--- config.mk ---
export PLATFORM = sky130hd
export DESIGN_NAME = websocket_frame_deframer_top_flat
export DESIGN_NICKNAME = d
export VERILOG_FILES = /design/src/rtl/wsd_pkg.sv /design/src/rtl/wsd_ifs.sv /design/src/rtl/wsd_in_stage.sv /design/src/rtl/wsd_parser.sv /design/src/rtl/wsd_out_stage.sv /design/src/rtl/websocket_frame_deframer_top.sv /design/src/flat_wrapper.sv
export SDC_FILE = /design/constraint.sdc
export NUM_CORES = 1
export LEC_CHECK = 0
export BUFFER_PORTS_ARGS = -buffer_cell sky130_fd_sc_hd__buf_2
export CAP_MARGIN = 0
export CORE_MARGIN = 2
export CORE_UTILIZATION = 41
export DETAILED_ROUTE_END_ITERATION = 8
export PLACE_DENSITY = 0.64
export SLEW_MARGIN = 20
export SYNTH_ARGS = -nofsm -noshare
export SYNTH_HDL_FRONTEND = slang
export SYNTH_SLANG_ARGS = --single-unit
--- constraint.sdc ---
create_clock -name i_clk -period 4.64 [get_ports i_clk]
set_clock_uncertainty 0.15 [all_clocks]
set_input_delay 0.696 -clock i_clk [delete_from_list [all_inputs] [get_ports i_clk]]
set_output_delay 0.696 -clock i_clk [all_outputs]
set_load 0.02 [all_outputs]
--- src/rtl/wsd_pkg.sv ---
package wsd_pkg;

    typedef enum logic [3:0] {
        PH_HEADER  = 4'd0,
        PH_LEN     = 4'd1,
        PH_EXT_HI  = 4'd2,
        PH_EXT_LO  = 4'd3,
        PH_MASK    = 4'd4,
        PH_PAYLOAD = 4'd5
    } t_phase;

    typedef enum logic [2:0] {
        K_DATA    = 3'd0,
        K_CLOSE   = 3'd1,
        K_PING    = 3'd2,
        K_PONG    = 3'd3,
        K_UNKNOWN = 3'd4,
        K_LENBAD  = 3'd5
    } t_kind;

    localparam logic [3:0] OP_CONT   = 4'h0;
    localparam logic [3:0] OP_TEXT   = 4'h1;
    localparam logic [3:0] OP_BINARY = 4'h2;
    localparam logic [3:0] OP_CLOSE  = 4'h8;
    localparam logic [3:0] OP_PING   = 4'h9;
    localparam logic [3:0] OP_PONG   = 4'hA;

    localparam logic [6:0] LEN_EXT16 = 7'd126;
    localparam logic [6:0] LEN_EXT64 = 7'd127;

    typedef struct packed {
        logic [7:0] rx_byte;
        logic       restart;
    } t_in_beat;

    typedef struct packed {
        t_kind      kind;
        logic [7:0] payload_byte;
        logic       last;
        logic [3:0] frame_opcode;
    } t_result;

    function automatic logic is_data_op(input logic [3:0] op);
        return (op == OP_CONT) || (op == OP_TEXT) || (op == OP_BINARY);
    endfunction

    function automatic logic is_ctrl_op(input logic [3:0] op);
        return (op == OP_CLOSE) || (op == OP_PING) || (op == OP_PONG);
    endfunction

    function automatic t_kind ctrl_kind(input logic [3:0] op);
        t_kind k;
        unique case (op)
            OP_CLOSE: k = K_CLOSE;
            OP_PING:  k = K_PING;
            default:  k = K_PONG;
        endcase
        return k;
    endfunction

endpackage

--- src/rtl/wsd_ifs.sv ---
interface wsd_in_if;
    logic       valid;
    logic       ready;
    logic [7:0] rx_byte;
    logic       restart;

    modport source (output valid, output rx_byte, output restart, input ready);
    modport sink (input valid, input rx_byte, input restart, output ready);
endinterface

interface wsd_out_if;
    logic       valid;
    logic       ready;
    logic [2:0] kind;
    logic [7:0] payload_byte;
    logic       last;
    logic [3:0] frame_opcode;

    modport source (output valid, output kind, output payload_byte, output last,
                    output frame_opcode, input ready);
    modport sink (input valid, input kind, input payload_byte, input last,
                  input frame_opcode, output ready);
endinterface

--- src/rtl/wsd_in_stage.sv ---
module wsd_in_stage
    import wsd_pkg::*;
(
    input  logic       i_clk,
    input  logic       i_rst_n,
    wsd_in_if.sink     i_rx,
    input  logic       i_take,
    output logic       o_valid,
    output t_in_beat   o_beat
);

    logic     r_valid;
    t_in_beat r_beat;

    assign i_rx.ready = !r_valid || i_take;

    always_ff @(posedge i_clk) begin
        if (!i_rst_n) begin
            r_valid <= 1'b0;
        end else if (i_rx.ready) begin
            r_valid <= i_rx.valid;
        end
    end

    // hold the beat until the parser takes it
    always_ff @(posedge i_clk) begin
        if (i_rx.valid && i_rx.ready) begin
            r_beat.rx_byte <= i_rx.rx_byte;
            r_beat.restart <= i_rx.restart;
        end
    end

    assign o_valid = r_valid;
    assign o_beat  = r_beat;

endmodule

--- src/rtl/wsd_parser.sv ---
module wsd_parser
    import wsd_pkg::*;
(
    input  logic     i_clk,
    input  logic     i_rst_n,
    input  logic     i_fire,
    input  t_in_beat i_beat,
    output logic     o_res_valid,
    output t_result  o_res
);

    t_phase       r_phase, n_phase;
    logic [3:0]   r_opcode, n_opcode;
    logic         r_final, n_final;
    logic         r_mask_on, n_mask_on;
    logic [15:0]  r_remaining, n_remaining;
    logic [7:0]   r_len_hi, n_len_hi;
    logic [1:0]   r_kidx, n_kidx;
    logic [7:0]   r_key [4];

    t_phase       eph;
    logic [7:0]   b;
    logic [6:0]   len7;
    logic         key_we;

    assign b    = i_beat.rx_byte;
    assign len7 = b[6:0];
    assign eph  = i_beat.restart ? PH_HEADER : r_phase;

    // next state
    always_comb begin
        n_phase     = r_phase;
        n_opcode    = r_opcode;
        n_final     = r_final;
        n_mask_on   = r_mask_on;
        n_remaining = r_remaining;
        n_len_hi    = r_len_hi;
        n_kidx      = r_kidx;
        key_we      = 1'b0;
        unique case (eph)
            PH_LEN: begin
                n_mask_on = b[7];
                if (len7 == LEN_EXT16) begin
                    n_phase = PH_EXT_HI;
                end else if (len7 == LEN_EXT64) begin
                    n_phase = PH_HEADER;
                end else begin
                    n_remaining = {9'd0, len7};
                    n_kidx      = 2'd0;
                    if (b[7]) begin
                        n_phase = PH_MASK;
                    end else begin
                        n_phase = (len7 == 7'd0) ? PH_HEADER : PH_PAYLOAD;
                    end
                end
            end
            PH_EXT_HI: begin
                n_len_hi = b;
                n_phase  = PH_EXT_LO;
            end
            PH_EXT_LO: begin
                n_remaining = {r_len_hi, b};
                n_kidx      = 2'd0;
                if (r_mask_on) begin
                    n_phase = PH_MASK;
                end else begin
                    n_phase = ({r_len_hi, b} == 16'd0) ? PH_HEADER : PH_PAYLOAD;
                end
            end
            PH_MASK: begin
                key_we = 1'b1;
                n_kidx = r_kidx + 2'd1;
                if (r_kidx == 2'd3) begin
                    n_phase = (r_remaining == 16'd0) ? PH_HEADER : PH_PAYLOAD;
                end
            end
            PH_PAYLOAD: begin
                n_kidx      = r_kidx + 2'd1;
                n_remaining = r_remaining - 16'd1;
                if (r_remaining == 16'd1) begin
                    n_phase = PH_HEADER;
                end
            end
            default: begin
                n_opcode    = b[3:0];
                n_final     = b[7];
                n_mask_on   = 1'b0;
                n_remaining = 16'd0;
                n_kidx      = 2'd0;
                n_phase     = (is_data_op(b[3:0]) || is_ctrl_op(b[3:0])) ? PH_LEN
                                                                         : PH_HEADER;
            end
        endcase
    end

    // result
    always_comb begin
        o_res_valid        = 1'b0;
        o_res.kind         = K_DATA;
        o_res.payload_byte = 8'd0;
        o_res.last         = 1'b0;
        o_res.frame_opcode = n_opcode;
        unique case (eph)
            PH_LEN: begin
                if (len7 == LEN_EXT64) begin
                    o_res_valid = 1'b1;
                    o_res.kind  = K_LENBAD;
                end else if (len7 != LEN_EXT16 && !b[7] && is_ctrl_op(r_opcode)) begin
                    o_res_valid = 1'b1;
                    o_res.kind  = ctrl_kind(r_opcode);
                end
            end
            PH_EXT_HI: begin
                o_res_valid = 1'b0;
            end
            PH_EXT_LO: begin
                if (!r_mask_on && is_ctrl_op(r_opcode)) begin
                    o_res_valid = 1'b1;
                    o_res.kind  = ctrl_kind(r_opcode);
                end
            end
            PH_MASK: begin
                if (r_kidx == 2'd3 && is_ctrl_op(r_opcode)) begin
                    o_res_valid = 1'b1;
                    o_res.kind  = ctrl_kind(r_opcode);
                end
            end
            PH_PAYLOAD: begin
                if (r_final && is_data_op(r_opcode)) begin
                    o_res_valid        = 1'b1;
                    o_res.payload_byte = r_mask_on ? (b ^ r_key[r_kidx]) : b;
                    o_res.last         = (r_remaining == 16'd1);
                end
            end
            default: begin
                if (!(is_data_op(b[3:0]) || is_ctrl_op(b[3:0]))) begin
                    o_res_valid = 1'b1;
                    o_res.kind  = K_UNKNOWN;
                end
            end
        endcase
    end

    always_ff @(posedge i_clk) begin
        if (!i_rst_n) begin
            r_phase     <= PH_HEADER;
            r_opcode    <= 4'd0;
            r_final     <= 1'b0;
            r_mask_on   <= 1'b0;
            r_remaining <= 16'd0;
            r_kidx      <= 2'd0;
        end else if (i_fire) begin
            r_phase     <= n_phase;
            r_opcode    <= n_opcode;
            r_final     <= n_final;
            r_mask_on   <= n_mask_on;
            r_remaining <= n_remaining;
            r_kidx      <= n_kidx;
        end
    end

    always_ff @(posedge i_clk) begin
        if (i_fire) begin
            r_len_hi <= n_len_hi;
            if (key_we) begin
                r_key[r_kidx] <= b;
            end
        end
    end

endmodule

--- src/rtl/wsd_out_stage.sv ---
module wsd_out_stage
    import wsd_pkg::*;
(
    input  logic       i_clk,
    input  logic       i_rst_n,
    input  logic       i_load,
    input  t_result    i_res,
    output logic       o_can_take,
    wsd_out_if.source  o_res
);

    logic    r_valid;
    t_result r_res;

    assign o_can_take = !r_valid || o_res.ready;

    always_ff @(posedge i_clk) begin
        if (!i_rst_n) begin
            r_valid <= 1'b0;
        end else if (o_can_take) begin
            r_valid <= i_load;
        end
    end

    always_ff @(posedge i_clk) begin
        if (o_can_take && i_load) begin
            r_res <= i_res;
        end
    end

    assign o_res.valid        = r_valid;
    assign o_res.kind         = r_res.kind;
    assign o_res.payload_byte = r_res.payload_byte;
    assign o_res.last         = r_res.last;
    assign o_res.frame_opcode = r_res.frame_opcode;

endmodule

--- src/rtl/websocket_frame_deframer_top.sv ---
// Path: a byte goes from the input register through the parser, and any result
//   it makes is loaded into the output register unless that register is held.
// Throughput: one byte per cycle unless held; one parser state update per beat.
// Reset: synchronous, active low; clears both stage valids and returns the
//   parser to waiting for a header byte.
module websocket_frame_deframer_top
    import wsd_pkg::*;
(
    input  logic       i_clk,
    input  logic       i_rst_n,
    wsd_in_if.sink     i_rx,
    wsd_out_if.source  o_res
);

    // Three parts: an input register, the parser (frame state plus the
    // unmask / event logic), and an output register. A beat moves out of
    // the input register whenever the output register can take a result,
    // whether or not that beat produces one, so header and key bytes never
    // stall the stream.

    logic     s1_valid;
    t_in_beat s1_beat;
    logic     out_can_take;
    logic     take;
    logic     res_valid;
    t_result  res;

    assign take = s1_valid && out_can_take;

    wsd_in_stage u_in (
        .i_clk   (i_clk),
        .i_rst_n (i_rst_n),
        .i_rx    (i_rx),
        .i_take  (take),
        .o_valid (s1_valid),
        .o_beat  (s1_beat)
    );

    // Advance the frame state only on a taken beat.
    wsd_parser u_parser (
        .i_clk       (i_clk),
        .i_rst_n     (i_rst_n),
        .i_fire      (take),
        .i_beat      (s1_beat),
        .o_res_valid (res_valid),
        .o_res       (res)
    );

    // Load a result only when the taken beat produced one; drop nothing.
    wsd_out_stage u_out (
        .i_clk      (i_clk),
        .i_rst_n    (i_rst_n),
        .i_load     (take && res_valid),
        .i_res      (res),
        .o_can_take (out_can_take),
        .o_res      (o_res)
    );

endmodule
--- src/flat_wrapper.sv ---
// flat-port wrapper written by rule: the top's interface ports become plain ports
module websocket_frame_deframer_top_flat import wsd_pkg::*;
  (i_clk, i_rst_n, i_rx_valid, i_rx_rx_byte, i_rx_restart, i_rx_ready, o_res_valid, o_res_kind, o_res_payload_byte, o_res_last, o_res_frame_opcode, o_res_ready);
  wsd_in_if i_rx_i ();
  wsd_out_if o_res_i ();
  input  logic i_clk;
  input  logic i_rst_n;
  input wire logic [$bits(i_rx_i.valid)-1:0] i_rx_valid;
  input wire logic [$bits(i_rx_i.rx_byte)-1:0] i_rx_rx_byte;
  input wire logic [$bits(i_rx_i.restart)-1:0] i_rx_restart;
  output wire logic [$bits(i_rx_i.ready)-1:0] i_rx_ready;
  output wire logic [$bits(o_res_i.valid)-1:0] o_res_valid;
  output wire logic [$bits(o_res_i.kind)-1:0] o_res_kind;
  output wire logic [$bits(o_res_i.payload_byte)-1:0] o_res_payload_byte;
  output wire logic [$bits(o_res_i.last)-1:0] o_res_last;
  output wire logic [$bits(o_res_i.frame_opcode)-1:0] o_res_frame_opcode;
  input wire logic [$bits(o_res_i.ready)-1:0] o_res_ready;
  assign i_rx_i.valid = i_rx_valid;
  assign i_rx_i.rx_byte = i_rx_rx_byte;
  assign i_rx_i.restart = i_rx_restart;
  assign i_rx_ready = i_rx_i.ready;
  assign o_res_valid = o_res_i.valid;
  assign o_res_kind = o_res_i.kind;
  assign o_res_payload_byte = o_res_i.payload_byte;
  assign o_res_last = o_res_i.last;
  assign o_res_frame_opcode = o_res_i.frame_opcode;
  assign o_res_i.ready = o_res_ready;
  websocket_frame_deframer_top u_core (.i_clk(i_clk), .i_rst_n(i_rst_n), .i_rx(i_rx_i), .o_res(o_res_i));
endmodule
# Yosys cells after proc, flatten, opt, wreduce, memory -nomap -nowiden
# Memories as Yosys holds them, arrays and structs flattened. A register that Yosys moved wholly into a read port is not among the register bits.
# Index checks and enable logic that the tools add are counted.
dict set report totals {
  mem_bits_rw 32
  n_memories 1
  ff_bits 63
}
dict set report op_classes {
  reduce_logical 41
  eq_ne 24
  bitwise_logic 5
  mux 41
  add_sub_neg 2
}
# name words width read_ports rd_clocked_by_memory_dff write_ports line
set memory_table {}
lappend memory_table {u_core.u_parser.r_key 4 8 1 1 1 wsd_parser.sv:19} ;# logic [7:0] r_key [4];
# operator count
set op_table {}
lappend op_table {{$pmux 16 s4} 1}
lappend op_table {{$logic_not 16->1} 2}
lappend op_table {{$mux 16} 2}
lappend op_table {{$mux 3} 9}
lappend op_table {{$eq 4x4->1 const B} 6}
lappend op_table {{$pmux 4 s5} 1}
lappend op_table {{$eq 16x1->1 const B} 1}
lappend op_table {{$eq 4x2->1 const B} 4}
lappend op_table {{$mux 4} 4}
lappend op_table {{$sub 16x1->16 const B} 1}
lappend op_table {{$eq 7x7->1 const B} 2}
lappend op_table {{$mux 2} 7}
lappend op_table {{$eq 4x1->1 const B} 3}
lappend op_table {{$pmux 3 s4} 1}
lappend op_table {{$logic_or 1x1->1} 11}
lappend op_table {{$mux 1} 11}
lappend op_table {{$logic_and 1x1->1} 9}
lappend op_table {{$eq 4x3->1 const B} 2}
lappend op_table {{$logic_not 4->1} 2}
lappend op_table {{$mux 8} 1}
lappend op_table {{$ne 2x2->1 const B} 4}
lappend op_table {{$reduce_and 2->1} 4}
lappend op_table {{$reduce_and 4->1} 2}
lappend op_table {{$xor 8x8->8} 1}
lappend op_table {{other kinds (14)} 22}

# Longest topological paths before layout
# Gate-level depths: netlist of the first run.
dict set report logic_depth {
  ltp_word 9
  depth_mapped 8
}

# By module
# A second synthesis of the first run with hierarchy kept.
dict set report unflattened {
  hier_cells 368
  hier_area_um2 4436.8
}
# mod cells_each n_inst seq_area_each_um2 area_each_um2
set modules_own_cells {}
lappend modules_own_cells {wsd_parser 331 1 1781.7 3558.4}
lappend modules_own_cells {wsd_out_stage 21 1 500.5 538.0}
lappend modules_own_cells {wsd_in_stage 14 1 290.3 327.8}
lappend modules_own_cells {websocket_frame_deframer_top 2 1 0.0 12.5}

# Least setup slack after synthesis of the first run
# OpenSTA, ideal clock, no wires.
dict set report synth_path {
  kind {register -> register}
  from {register u_core.u_in.r_beat, in the netlist u_core.u_in.o_beat[0]}
  to {register u_core.u_out.r_res, in the netlist u_core.u_out.o_res.frame_opcode[0], enable pin}
  path_stages_with_launch 5
  arrival_time_ns 2.763
  setup_ns 0.409
  n_path_buf 0
  setup_slack_ns 1.318
  path_cell_list {edfxtp_1 > or4b_4 > o32a_1 > o311a_1 > nor3_1}
}
dict set report synth_between {
  elab_chain_cells 5
  elab_cells_between_ends 9
  cone_classes {5 x eq/ne; 2 x mux; 2 x reduce/logical}
}
# element line
set synth_lines {}
lappend synth_lines {{start, declared} wsd_in_stage.sv:13} ;# t_in_beat r_beat;
lappend synth_lines {{$mux 4 (*)} wsd_parser.sv:28} ;# assign eph = i_beat.restart ? PH_HEADER : r_phase;
lappend synth_lines {{$eq 4x3->1 (tied with other cells)} wsd_parser.sv:103} ;# unique case (eph)
lappend synth_lines {{$pmux 1 s5 (*)} wsd_parser.sv:103}
lappend synth_lines {{$logic_and 1x1->1 (*)} websocket_frame_deframer_top.sv:53} ;# .i_load (take && res_valid),
lappend synth_lines {{$logic_and 1x1->1 (*)} wsd_out_stage.sv:26} ;# if (o_can_take && i_load) begin
lappend synth_lines {{end signal, assigned} wsd_out_stage.sv:27} ;# r_res <= i_res;
lappend synth_lines {{end, declared} wsd_out_stage.sv:13} ;# t_result r_res;
# Every way passes the cells marked *; elsewhere a longest branch is shown, timed or not.
# A chain may end at the register's enable or synchronous reset.

# Worst setup path in the final report of the first run
dict set report layout_path {
  from {register u_core.u_parser.r_phase[2]}
  to {register u_core.u_out.r_res, in the netlist u_core.u_out.o_res.payload_byte[5], enable pin}
}
dict set report layout_between {
  elab_chain_cells 5
  elab_cells_between_ends 9
  cone_classes {5 x eq/ne; 2 x mux; 2 x reduce/logical}
}
# element line
set layout_lines {}
lappend layout_lines {{start, declared} wsd_parser.sv:12} ;# t_phase r_phase, n_phase;
lappend layout_lines {{start signal, assigned} wsd_parser.sv:153} ;# r_phase <= n_phase;
lappend layout_lines {{$mux 4 (*)} wsd_parser.sv:28}
lappend layout_lines {{$eq 4x3->1 (tied with other cells)} wsd_parser.sv:103}
lappend layout_lines {{$pmux 1 s5 (*)} wsd_parser.sv:103}
lappend layout_lines {{$logic_and 1x1->1 (*)} websocket_frame_deframer_top.sv:53}
lappend layout_lines {{$logic_and 1x1->1 (*)} wsd_out_stage.sv:26}
# Marked as above.

==> summary.md, run 1 <==
| Metric | Value |
|---|---|
| Synth Register Bits | 96 |
| Initial DRC count | roughly 270 |
| Min-delay src | i_rx_rx_byte[4] |
| # IOs | 31 |
| Reg-to-reg slack, setup | between 1500 and 2000 ps |
| Final period utilization | between 60% and 70% |
| GR Util All Layers | 18.37% |
| Clock-pin slew on the worst setup and hold paths | ~90 ps |
| Antenna violations before repair | 0 |
| IO buf count | 30 |
| Vias in the first global route | approximately 3,000 |
| Fin. max-slew vios | 0 |
| Nets | around 420 |
| Post-synth top area share | between 40% and 50% |
| Reg2reg end | u_core.u_out.o_res.payload_byte[5] |
| Unrepaired setup endpoints after global routing | false |
| Synth cell types | 60 |
| F_max | approximately 330 MHz |
| Most frequent cells in the layout | edfxtp_1, nand2_1, nor2_1 |
| Final antenna-violating net count | 0 |
| Worst Path Arrival | between 2000 and 3000 ps |
| Crit path launch type | flip-flop |
| Vias | ~3,000 |
| Syn avg cell area | 11.83 sq um |
| Synthesized area | ~4400 sq um |
| Critical path capture point type | flip-flop |
| Post-DP HPWL | about 6.9 mm |
| Fin. Hold Viols | 0 |
| Final core utilization | 45.78% |
| Largest stage delay on the critical path | 660 ps |
| Grt ovf | 0 |
| Final setup TNS | 0 ps |
| CTS Hold Bufs | 0 |
| P&R area growth vs syn | 10.13% |
| Peak VDD IR | about 130 uV |
| Cts bufs inserted | 9 |
| Cells after Synth | around 380 |
| Die area | approximately 12,000 sq um |
| Num Clock Sinks | 96 |
| Outcome | finished, final reports clean |
| Post-synth EDFFs | between 60 and 70 |
| Ant diodes | 0 |
| Share of cells above drive strength 1 | around 18% |
| Root Buffer | clkbuf_8 |
| Post-route minimum period | about 3000 ps |
| Critical path type | flip-flop to flip-flop |
| Max-cap check violation count | 0 |
| Max FO, Critical Path | 21 |
| Crit path to | u_core.u_out.o_res.payload_byte[5] |
| DRT Pass-1 Iters | 6 |
| Starting Density | around two fifths |
| Synth top area cells | edfxtp_1, dfxtp_1, mux4_2 |
| CP Data Required Time | between 4000 and 5000 ps |
| Final Wtd Congestion | 0.8987 |
| Vias/cell | 5.641 |
| Seq/Total Area, Yosys | between 50% and 60% |
| WL final | roughly 10 mm |
| Largest net degree at the start of global routing | 24 |
| Slew @ Worst Pin | 795.0 ps |
| HP Class | input port to flip-flop |
| RR Startpoint | u_core.u_parser.r_phase[2] |
| Max stage delay cell, worst path | or4b_4 |
| Cell Pwr Density | between 300 and 400 nW/um^2 |
| Worst-path cell chain | or4b_4, o32a_1, o311a_1, nor3_4 |
| Routed len/inst | 18.24 um |
| Reg2Reg Depth | 4 |
| Synth Flop Type | edfxtp_1 |
| Final setup fails | 0 |
| Post-CTS Setup Bufs | 0 |
| Core area | between 10,000 and 15,000 sq um |
| DIE WIDTH | ~110 um |
| Later-pin clock latency in the skew report | 360 ps |
| Area leader, netlist | edfxtp_1 |
| Die height | 108.1 um |
| CTS tree | done |
| Crit path launch | u_core.u_parser.r_phase[2] |
| Post-synth ARST share | 0% |
| Row cnt | 38 |
| Syn nets | between 300 and 400 |
| CTS max path bufs | 2 |
| DRC | 0 |
| Slew headroom | between 40% and 50% |
| Static Leak | 1.608 nW |
| H-tree depth | 3 |
| Most common cell after layout, fill and taps aside | edfxtp_1 |
| Post-CTS Resized | 0 |
| First-pass GRT wire length | approximately 16 mm |
| Yosys warning total | 0 |
[critical path, delay by kind of cell, from the launching register on]
family,cells,cell delay [ps]
AND/OR/NAND/NOR,2,1190
AO/OA/AOI/OAI,2,780
flip-flops,1,520
[worst min-delay path by stage]
| stage | endpoint | slack, ps | cells past startpoint |
|---|---|---|---|
| global placement | u_core.u_parser.r_remaining[15] | 320 | 2 |
| floorplan | u_core.u_parser.r_remaining[12] | 300 | 2 |
| CTS | u_core.u_in.o_beat[8] | 340 | 1 |
| finish | u_core.u_in.o_beat[5] | 350 | 1 |
| detailed placement | u_core.u_parser.r_remaining[15] | 330 | 2 |
| global route | u_core.u_in.o_beat[8] | 350 | 1 |
[cell usage after synthesis, types with 4 or more instances]
master / count
nor2b_1: 13
nand2_1: 34
xnor2_1: 7
clkbuf_1: 9
nand2b_1: 5
nor3_1: 10
dfxtp_1: 31
nor4_1: 9
nand3_1: 7
o21ai_0: 15
buf_2: 4
nor2_1: 32
mux2_2: 6
nor3b_1: 5
mux2i_1: 6
mux4_2: 8
xor2_1: 7
edfxtp_1: 65
inv_1: 8
and2_1: 5
nand4_1: 4
a22oi_1: 8
a21oi_1: 14
ha_1: 7
[layout make-up]
| class | count | area [sq um] |
|---|---|---|
| clock buffer | 12 | 135.1 |
| clock inverter | 4 | 28.78 |
| fill | 976 | 5801 |
| inverter | 8 | 30.03 |
| multi-input combinational | 255 | 1783 |
| sequential | 96 | 2572 |
| tap | 140 | 175.2 |
| timing repair buffer | 33 | 172.7 |
[cells by family (layout without fill, tap and decap cells)]
group / count (synthesis) / after routing / synth area share, %
and+or+nand+nor: 147 / 147 / 17.78
DFF: 96 / 96 / 57.85
AOI/OAI and AO/OA: 67 / 67 / 10.30
buffers and inverters: 25 / 57 / 2.420
muxes: 20 / 20 / 6.922
xor gates and xnor gates: 14 / 14 / 2.758
adders and majority gates: 7 / 7 / 1.970
[per-stage QoR]
step	power [mW]	hold WS, ps	cells	area [sq um]	worst slack, ps
4_1_cts	1.548	344.6	548	4891	1345
5_1_grt	1.590	345.4	548	4897	1442
6_report	1.541	352.0	548	4897	1632
3_3_place_gp	1.075	320.7	532	4722	1435
3_5_place_dp	1.077	327.9	532	4727	1364
2_1_floorplan	1.039	295.2	376	4447	1318
[power by group]
part / total [mW] / switching (mW) / leakage (nW) / internal (mW)
clock: 0.482 / 0.285 / 0.0786 / 0.197
combinational: 0.103 / 0.0633 / 0.692 / 0.0401
sequential: 0.956 / 0.0247 / 0.838 / 0.931
total: 1.54 / 0.373 / 1.61 / 1.17
[registers in the layout, indices dropped and copies added (netlist names), named ones only]
register	count
u_core.u_in.o_beat	9
u_core.u_parser.r_phase	3
u_core.u_parser.r_remaining	16
u_core.u_parser.r_opcode	4
u_core.u_in.o_valid	1
u_core.u_parser.r_final	1
u_core.u_out.o_res.kind	3
u_core.u_out.o_res.last	1
u_core.u_parser.r_key	32
u_core.u_parser.r_len_hi	8
u_core.u_out.o_res.payload_byte	8
u_core.u_parser.r_mask_on	1
u_core.u_out.o_res.valid	1
u_core.u_out.o_res.frame_opcode	4
u_core.u_parser.r_kidx	2
[routing by layer]
layer	track usage [%]	part of all wire [%]
met2	28.44	45
met3	2.471	6.2
met1	26.15	47
met4	7.509	1.9
met5	0	0
Power figures use the tool's default switching activity.
==> inputs of run 2 (changes only) <==
--- a/config.mk
+++ b/config.mk
@@ -10,7 +10,7 @@
 export CORE_MARGIN = 2
 export CORE_UTILIZATION = 41
 export DETAILED_ROUTE_END_ITERATION = 8
-export PLACE_DENSITY = 0.64
+export PLACE_DENSITY = 0.66
 export SLEW_MARGIN = 20
 export SYNTH_ARGS = -nofsm -noshare
 export SYNTH_HDL_FRONTEND = slang
==> constraint.sdc (replaced) <==
create_clock -name i_clk -period 2.61 [get_ports i_clk]
set_clock_uncertainty 0.15 [all_clocks]
set_input_delay 0.3915 -clock i_clk [delete_from_list [all_inputs] [get_ports i_clk]]
set_output_delay 0.3915 -clock i_clk [all_outputs]
set_load 0.02 [all_outputs]
==> summary.md, run 2 (synthesized netlist as in run 1, its figures left out) <==
| Metric | Value |
|---|---|
| Outcome | finished, final reports clean |
| Final antenna-violating net count | 0 (unchanged) |
| Post-CTS Resized | 0 (unchanged) |
| CP Data Required Time | 2560 ps (-1940 ps) |
| DRT Pass-1 Iters | 5 (-1) |
| Post-DP HPWL | 7.037 mm (+2.2%) |
| Core area | 10,700 sq um (unchanged) |
| Share of cells above drive strength 1 | 22.27% (+4.6 points) |
| Fin cells | 571 (+4.2%) |
| CTS max path bufs | 2 (unchanged) |
| Grt ovf | 0 (unchanged) |
| Cell Pwr Density | 580.3 nW/um^2 (+84%) |
| Max-cap check violation count | 0 (unchanged) |
| Largest net degree at the start of global routing | 24 (unchanged) |
| Vias | 3,195 (+3.4%) |
| Peak VDD IR | 229.0 uV (+71%) |
| Fin. Hold Viols | 0 (unchanged) |
| DRC | 0 (unchanged) |
| Placed cell areas | 4913 sq um (+3.9%) |
| Reg2reg end | u_core.u_out.o_res.frame_opcode[2] |
| Largest Register | u_core.u_parser.r_key |
| Unrepaired setup endpoints after global routing | false |
| Cts bufs inserted | 9 (unchanged) |
| Vias in the first global route | 3,074 (+1.6%) |
| Nets | 446 (+5.4%) |
| Root Buffer | clkbuf_8 |
| Final period utilization | 94.49% (+30 points) |
| Final Wtd Congestion | 0.9768 (+8.7%) |
| Row cnt | 38 (unchanged) |
| Clock-pin slew on the worst setup and hold paths | 90 ps (about the same) |
| Die area | 11,700 sq um (unchanged) |
| Worst Path Arrival | 2410 ps (-450 ps) |
| Vias/cell | 5.595 (-0.80%) |
| Max FO, Critical Path | 16 (-24%) |
| P&R area growth vs syn | 15.48% |
| IO buf count | 30 (unchanged) |
| Antenna violations before repair | 0 (unchanged) |
| Starting Density | 41.57% (unchanged) |
| WL final | 10.12 mm (+1.3%) |
| Static Leak | 1.752 nW (+9.0%) |
| Ant diodes | 0 (unchanged) |
| Critical path type | flip-flop to flip-flop |
| Placed cells | 555 (+4.3%) |
| Routed len/inst | 17.73 um (-2.8%) |
| HP Class | input port to flip-flop |
| # IOs | 31 (unchanged) |
| Max reg flops | 32 (unchanged) |
| CTS tree | done |
| RR Startpoint | u_core.u_in.o_beat[0] |
| Die height | 108.1 um (unchanged) |
| Crit path launch | u_core.u_in.o_beat[0] |
| Post-route minimum period | 2466 ps (-541.3 ps) |
| CTS Hold Bufs | 0 (unchanged) |
| Most common cell after layout, fill and taps aside | edfxtp_1 |
| Slew headroom | 55.34% (+8.4 points) |
| Pre-CTS WS | 164.2 ps (-1199 ps) |
| Initial DRC count | 308 (+12%) |
| Num Clock Sinks | 96 (unchanged) |
| GR Util All Layers | 18.72% (+0.35 points) |
| Post-CTS Setup Bufs | 0 (unchanged) |
| First-pass GRT wire length | 16.28 mm (+1.3%) |
| Final setup fails | 0 (unchanged) |
| Critical path capture point type | flip-flop |
| Final Cell Area | 5135 sq um (+4.9%) |
| H-tree depth | 3 (unchanged) |
| DIE WIDTH | 108.1 um (unchanged) |
| Setup ws final | 143.8 ps (-1489 ps) |
| Later-pin clock latency in the skew report | 380 ps (+20 ps) |
| Crit path to | u_core.u_out.o_res.frame_opcode[2] |
| Fin. max-slew vios | 0 (unchanged) |
| Slew @ Worst Pin | 660.7 ps (-134.3 ps) |
| Reg-to-reg slack, setup | 140 ps (-1490 ps) |
| Hold WS | 28.75 ps (-323.2 ps) |
| Overall Power | 2.980 mW (+93%) |
| Reg2Reg Depth | 5 (+1) |
| Most frequent cells in the layout | edfxtp_1, nand2_1, nor2_1 |
| F_max | 405.5 MHz (+22%) |
| Crit path launch type | flip-flop |
==> run 2: changes by cell type in the layout (fill, tap and decap cells not counted) <==
cell,previous run,this run
buf_4,3,25
bufinv_16,0,2
buf_12,0,1
clkbuf_1,3,2
clkbuf_8,9,10
clkinv_1,1,0
clkinv_4,1,0
nor3_1,8,9
nor3_2,1,0
==> run 2: worst max-delay path, cell delays in order, from the launching register on <==
cell      delay (ps)
edfxtp_1         390
or4b_4           490
o32a_1           400
o311a_1          410
nor3_4           170
buf_12           170
==> run 2: cell type report <==
cell class              count  area (sq um)
clock buffers              12         145.1
flip-flops and latches     96          2572
well taps                 140         175.2
clock inverters             4         76.32
multi-input cells         255          1778
repair buffers             56         357.8
fillers                   976          5563
inverters                   8         30.03
==> run 2: power breakdown <==
| part | switching, mW | internal, mW | leakage (nW) | total [mW] |
|---|---|---|---|---|
| clock | 0.505 | 0.570 | 0.107 | 1.07 |
| combinational | 0.144 | 0.0901 | 0.807 | 0.234 |
| sequential | 0.0174 | 1.65 | 0.838 | 1.67 |
==> run 2: per-stage QoR <==
| stage | util, % | setup TNS (ps) |
|---|---|---|
| 2_1_floorplan | - | -210.6 |
| 3_3_place_gp | 45.93 | 0 |
| 3_5_place_dp | 45.93 | 0 |
| 4_1_cts | 48.00 | 0 |
| 5_1_grt | 48.00 | 0 |
| 6_report | 48.00 | 0 |
==> run 2: worst min-delay path by stage <==
stage                                               start                         endpoint  cells after the start
final                                     i_rx_rx_byte[6]            u_core.u_in.o_beat[7]                      1
after global routing                      i_rx_rx_byte[0]            u_core.u_in.o_beat[1]                      1
after CTS                                 i_rx_rx_byte[6]            u_core.u_in.o_beat[7]                      1
after detailed placement   u_core.u_parser.r_remaining[7]   u_core.u_parser.r_remaining[7]                      2
after global placement    u_core.u_parser.r_remaining[15]  u_core.u_parser.r_remaining[15]                      2
after floorplan               u_core.u_parser.r_len_hi[4]  u_core.u_parser.r_remaining[12]                      2
==> run 2: metal layers <==
layer / share of wire (%) / routed length (um) / global-route usage [%] / vias to the layer above
li1: - / - / - / 1519
met1: 44 / 4416 / 24.89 / 1527
met2: 46 / 4699 / 28.98 / 126
met3: 7.0 / 705 / 3.376 / 23
met4: 3.0 / 301 / 10.44 / 0
met5: 0 / 0 / 0 / -
==> inputs of run 3 (changes only) <==
--- a/config.mk
+++ b/config.mk
@@ -5,13 +5,12 @@
 export SDC_FILE = /design/constraint.sdc
 export NUM_CORES = 1
 export LEC_CHECK = 0
-export BUFFER_PORTS_ARGS = -buffer_cell sky130_fd_sc_hd__buf_2
+export BUFFER_PORTS_ARGS = -buffer_cell sky130_fd_sc_hd__clkbuf_2
 export CAP_MARGIN = 0
 export CORE_MARGIN = 2
 export CORE_UTILIZATION = 41
 export DETAILED_ROUTE_END_ITERATION = 8
 export PLACE_DENSITY = 0.66
-export SLEW_MARGIN = 20
 export SYNTH_ARGS = -nofsm -noshare
 export SYNTH_HDL_FRONTEND = slang
 export SYNTH_SLANG_ARGS = --single-unit
==> constraint.sdc (replaced) <==
create_clock -name i_clk -period 2 [get_ports i_clk]
set_clock_uncertainty 0.15 [all_clocks]
set_input_delay 0.3 -clock i_clk [delete_from_list [all_inputs] [get_ports i_clk]]
set_output_delay 0.3 -clock i_clk [all_outputs]
set_load 0.02 [all_outputs]
==> summary.md, run 3 (synthesized netlist as in run 1, its figures left out) <==
| Metric | Value |
|---|---|
| Row cnt | 38 (unchanged) |
| Worst Path Arrival | 2340 ps (-70 ps) |
| Fin cells | 624 (+9.3%) |
| Crit path launch | u_core.u_in.o_beat[0] |
| Fin. max-slew vios | 0 (unchanged) |
| Max FO, Critical Path | 16 (unchanged) |
| DRC | 0 (unchanged) |
| Routed len/inst | 17.64 um (-0.49%) |
| Ant diodes | 0 (unchanged) |
| GR Util All Layers | 20.20% (+1.5 points) |
| Slew headroom | 65.88% (+11 points) |
| Vias in the first global route | 3,308 (+7.6%) |
| HP Class | input port to flip-flop |
| CTS max path bufs | 2 (unchanged) |
| Final Wtd Congestion | 0.9179 (-6.0%) |
| Cts bufs inserted | 9 (unchanged) |
| Most frequent cells in the layout | edfxtp_1, buf_4, nand2_1 |
| Post-route minimum period | 2392 ps (-74.28 ps) |
| Failing checks | negative setup slack |
| P&R area growth vs syn | 29.40% |
| F_max | 418.1 MHz (+3.1%) |
| Hold WS | 18.80 ps (-9.955 ps) |
| Final core utilization | 53.79% (+5.8 points) |
| Vias | 3,386 (+6.0%) |
| Min-delay src | i_rx_valid |
| First-pass GRT wire length | 17.56 mm (+7.8%) |
| Most common cell after layout, fill and taps aside | edfxtp_1 |
| Crit path launch type | flip-flop |
| Grt ovf | 0 (unchanged) |
| Unrepaired setup endpoints after global routing | true |
| Fillers | 928 (-4.9%) |
| Placed cell areas | 5254 sq um (+6.9%) |
| Clock-pin slew on the worst setup and hold paths | 90 ps (about the same) |
| Setup ws final | -391.9 ps (-535.7 ps) |
| Core area | 10,700 sq um (unchanged) |
| Fin. Hold Viols | 0 (unchanged) |
| Final period utilization | 119.6% (+25 points) |
| CTS tree | done |
| Antenna violations before repair | 0 (unchanged) |
| Post-DP HPWL | 7.557 mm (+7.4%) |
| Final Cell Area | 5754 sq um (+12%) |
| Critical path type | flip-flop to flip-flop |
| Final setup fails | 48 (+48) |
| Critical path capture point type | flip-flop |
| Peak VDD IR | 331.5 uV (+45%) |
| Later-pin clock latency in the skew report | 380 ps (about the same) |
| Num Clock Sinks | 96 (unchanged) |
| Final antenna-violating net count | 0 (unchanged) |
| Share of cells above drive strength 1 | 32.85% (+11 points) |
| Max reg flops | 32 (unchanged) |
| Die height | 108.1 um (unchanged) |
| Starting Density | 41.57% (unchanged) |
| Cell Pwr Density | 652.1 nW/um^2 (+12%) |
| Outcome | complete, but fails checks |
| DRT Pass-1 Iters | 4 (-1) |
| Max-cap check violation count | 0 (unchanged) |
| Final setup TNS | -10,290 ps (-10,290 ps) |
| RR Startpoint | u_core.u_in.o_beat[0] |
| Largest Register | u_core.u_parser.r_key |
| # IOs | 31 (unchanged) |
| Root Buffer | clkbuf_8 |
| CP Data Required Time | 1950 ps (-610 ps) |
| Die area | 11,700 sq um (unchanged) |
| Static Leak | 2.081 nW (+19%) |
| Slew @ Worst Pin | 504.7 ps (-156.0 ps) |
| IO buf count | 30 (unchanged) |
| WL final | 11.01 mm (+8.7%) |
| DIE WIDTH | 108.1 um (unchanged) |
| H-tree depth | 3 (unchanged) |
| Nets | 499 (+12%) |
| Largest net degree at the start of global routing | 23 (-4.2%) |
| Placed cells | 592 (+6.7%) |
| Vias/cell | 5.426 (-3.0%) |
| Initial DRC count | 313 (+1.6%) |
[run 3: cell count changes in the layout (fill, tap and decap cells not counted), moves of 3 or more]
| cell | delta |
|---|---|
| buf_2 | -29 |
| a21oi_1 | -3 |
| nor2_1 | -3 |
| a21oi_2 | +3 |
| o21ai_1 | +6 |
| dlygate4sd3_1 | +9 |
| clkbuf_2 | +30 |
| buf_6 | +8 |
| o21ai_0 | -6 |
| buf_4 | +31 |
| buf_12 | +3 |
| clkinv_4 | +3 |
[run 3: worst max-delay path, cell delays in order (launching register included)]
cell	delay, ps
edfxtp_1	400
or4b_4	490
o32a_1	390
o311a_1	350
nor3_4	170
buf_12	170
[run 3: timing repair]
item,in CTS,in global routing
pin swaps,7,7
hold buffers,9,0
endpoints found under the setup margin,55,70
cloned,2,0
endpoints found under the hold margin,9,0
resized for setup,23,24
setup buffers,5,2
[run 3: area by class of cell]
cell class	instances	area, sq um	share of cell area [%]
inverters	8	30.03	0.5219
clock buffers	11	131.4	2.283
repair buffers	109	850.8	14.79
clock inverters	5	42.54	0.7393
flip-flops and latches	96	2572	44.71
well taps	140	175.2	3.044
multi-input cells	255	1952	33.92
[run 3: worst paths after layout]
check	depth (start not counted)	end	slack (ps)
max	5	u_core.u_out.o_res.payload_byte[6]	-390
min	3	u_core.u_in.o_valid	20
max reg2reg	5	u_core.u_out.o_res.payload_byte[6]	-390
min reg2reg	2	u_core.u_parser.r_remaining[15]	340
[run 3: power breakdown]
part	total [mW]	internal (mW)	switching [mW]	leakage (nW)
clock	1.18	0.464	0.715	0.0841
combinational	0.393	0.174	0.219	1.16
sequential	2.18	2.16	0.0214	0.838
[run 3: stage by stage]
stage                     worst slack [ps]  power [mW]
after global routing                -431.2       3.890
after detailed placement            -442.7       2.565
after global placement              -400.0       2.560
final                               -391.9       3.752
after CTS                           -390.7       3.756
after floorplan                     -622.5       2.413
[run 3: layer usage]
metal,vias up,share of wire (%),track usage [%]
met1,1598,44,27.38
met3,19,7.3,4.461
met5,-,0,0
li1,1629,-,-
met2,140,47,31.76
met4,0,2.0,7.875
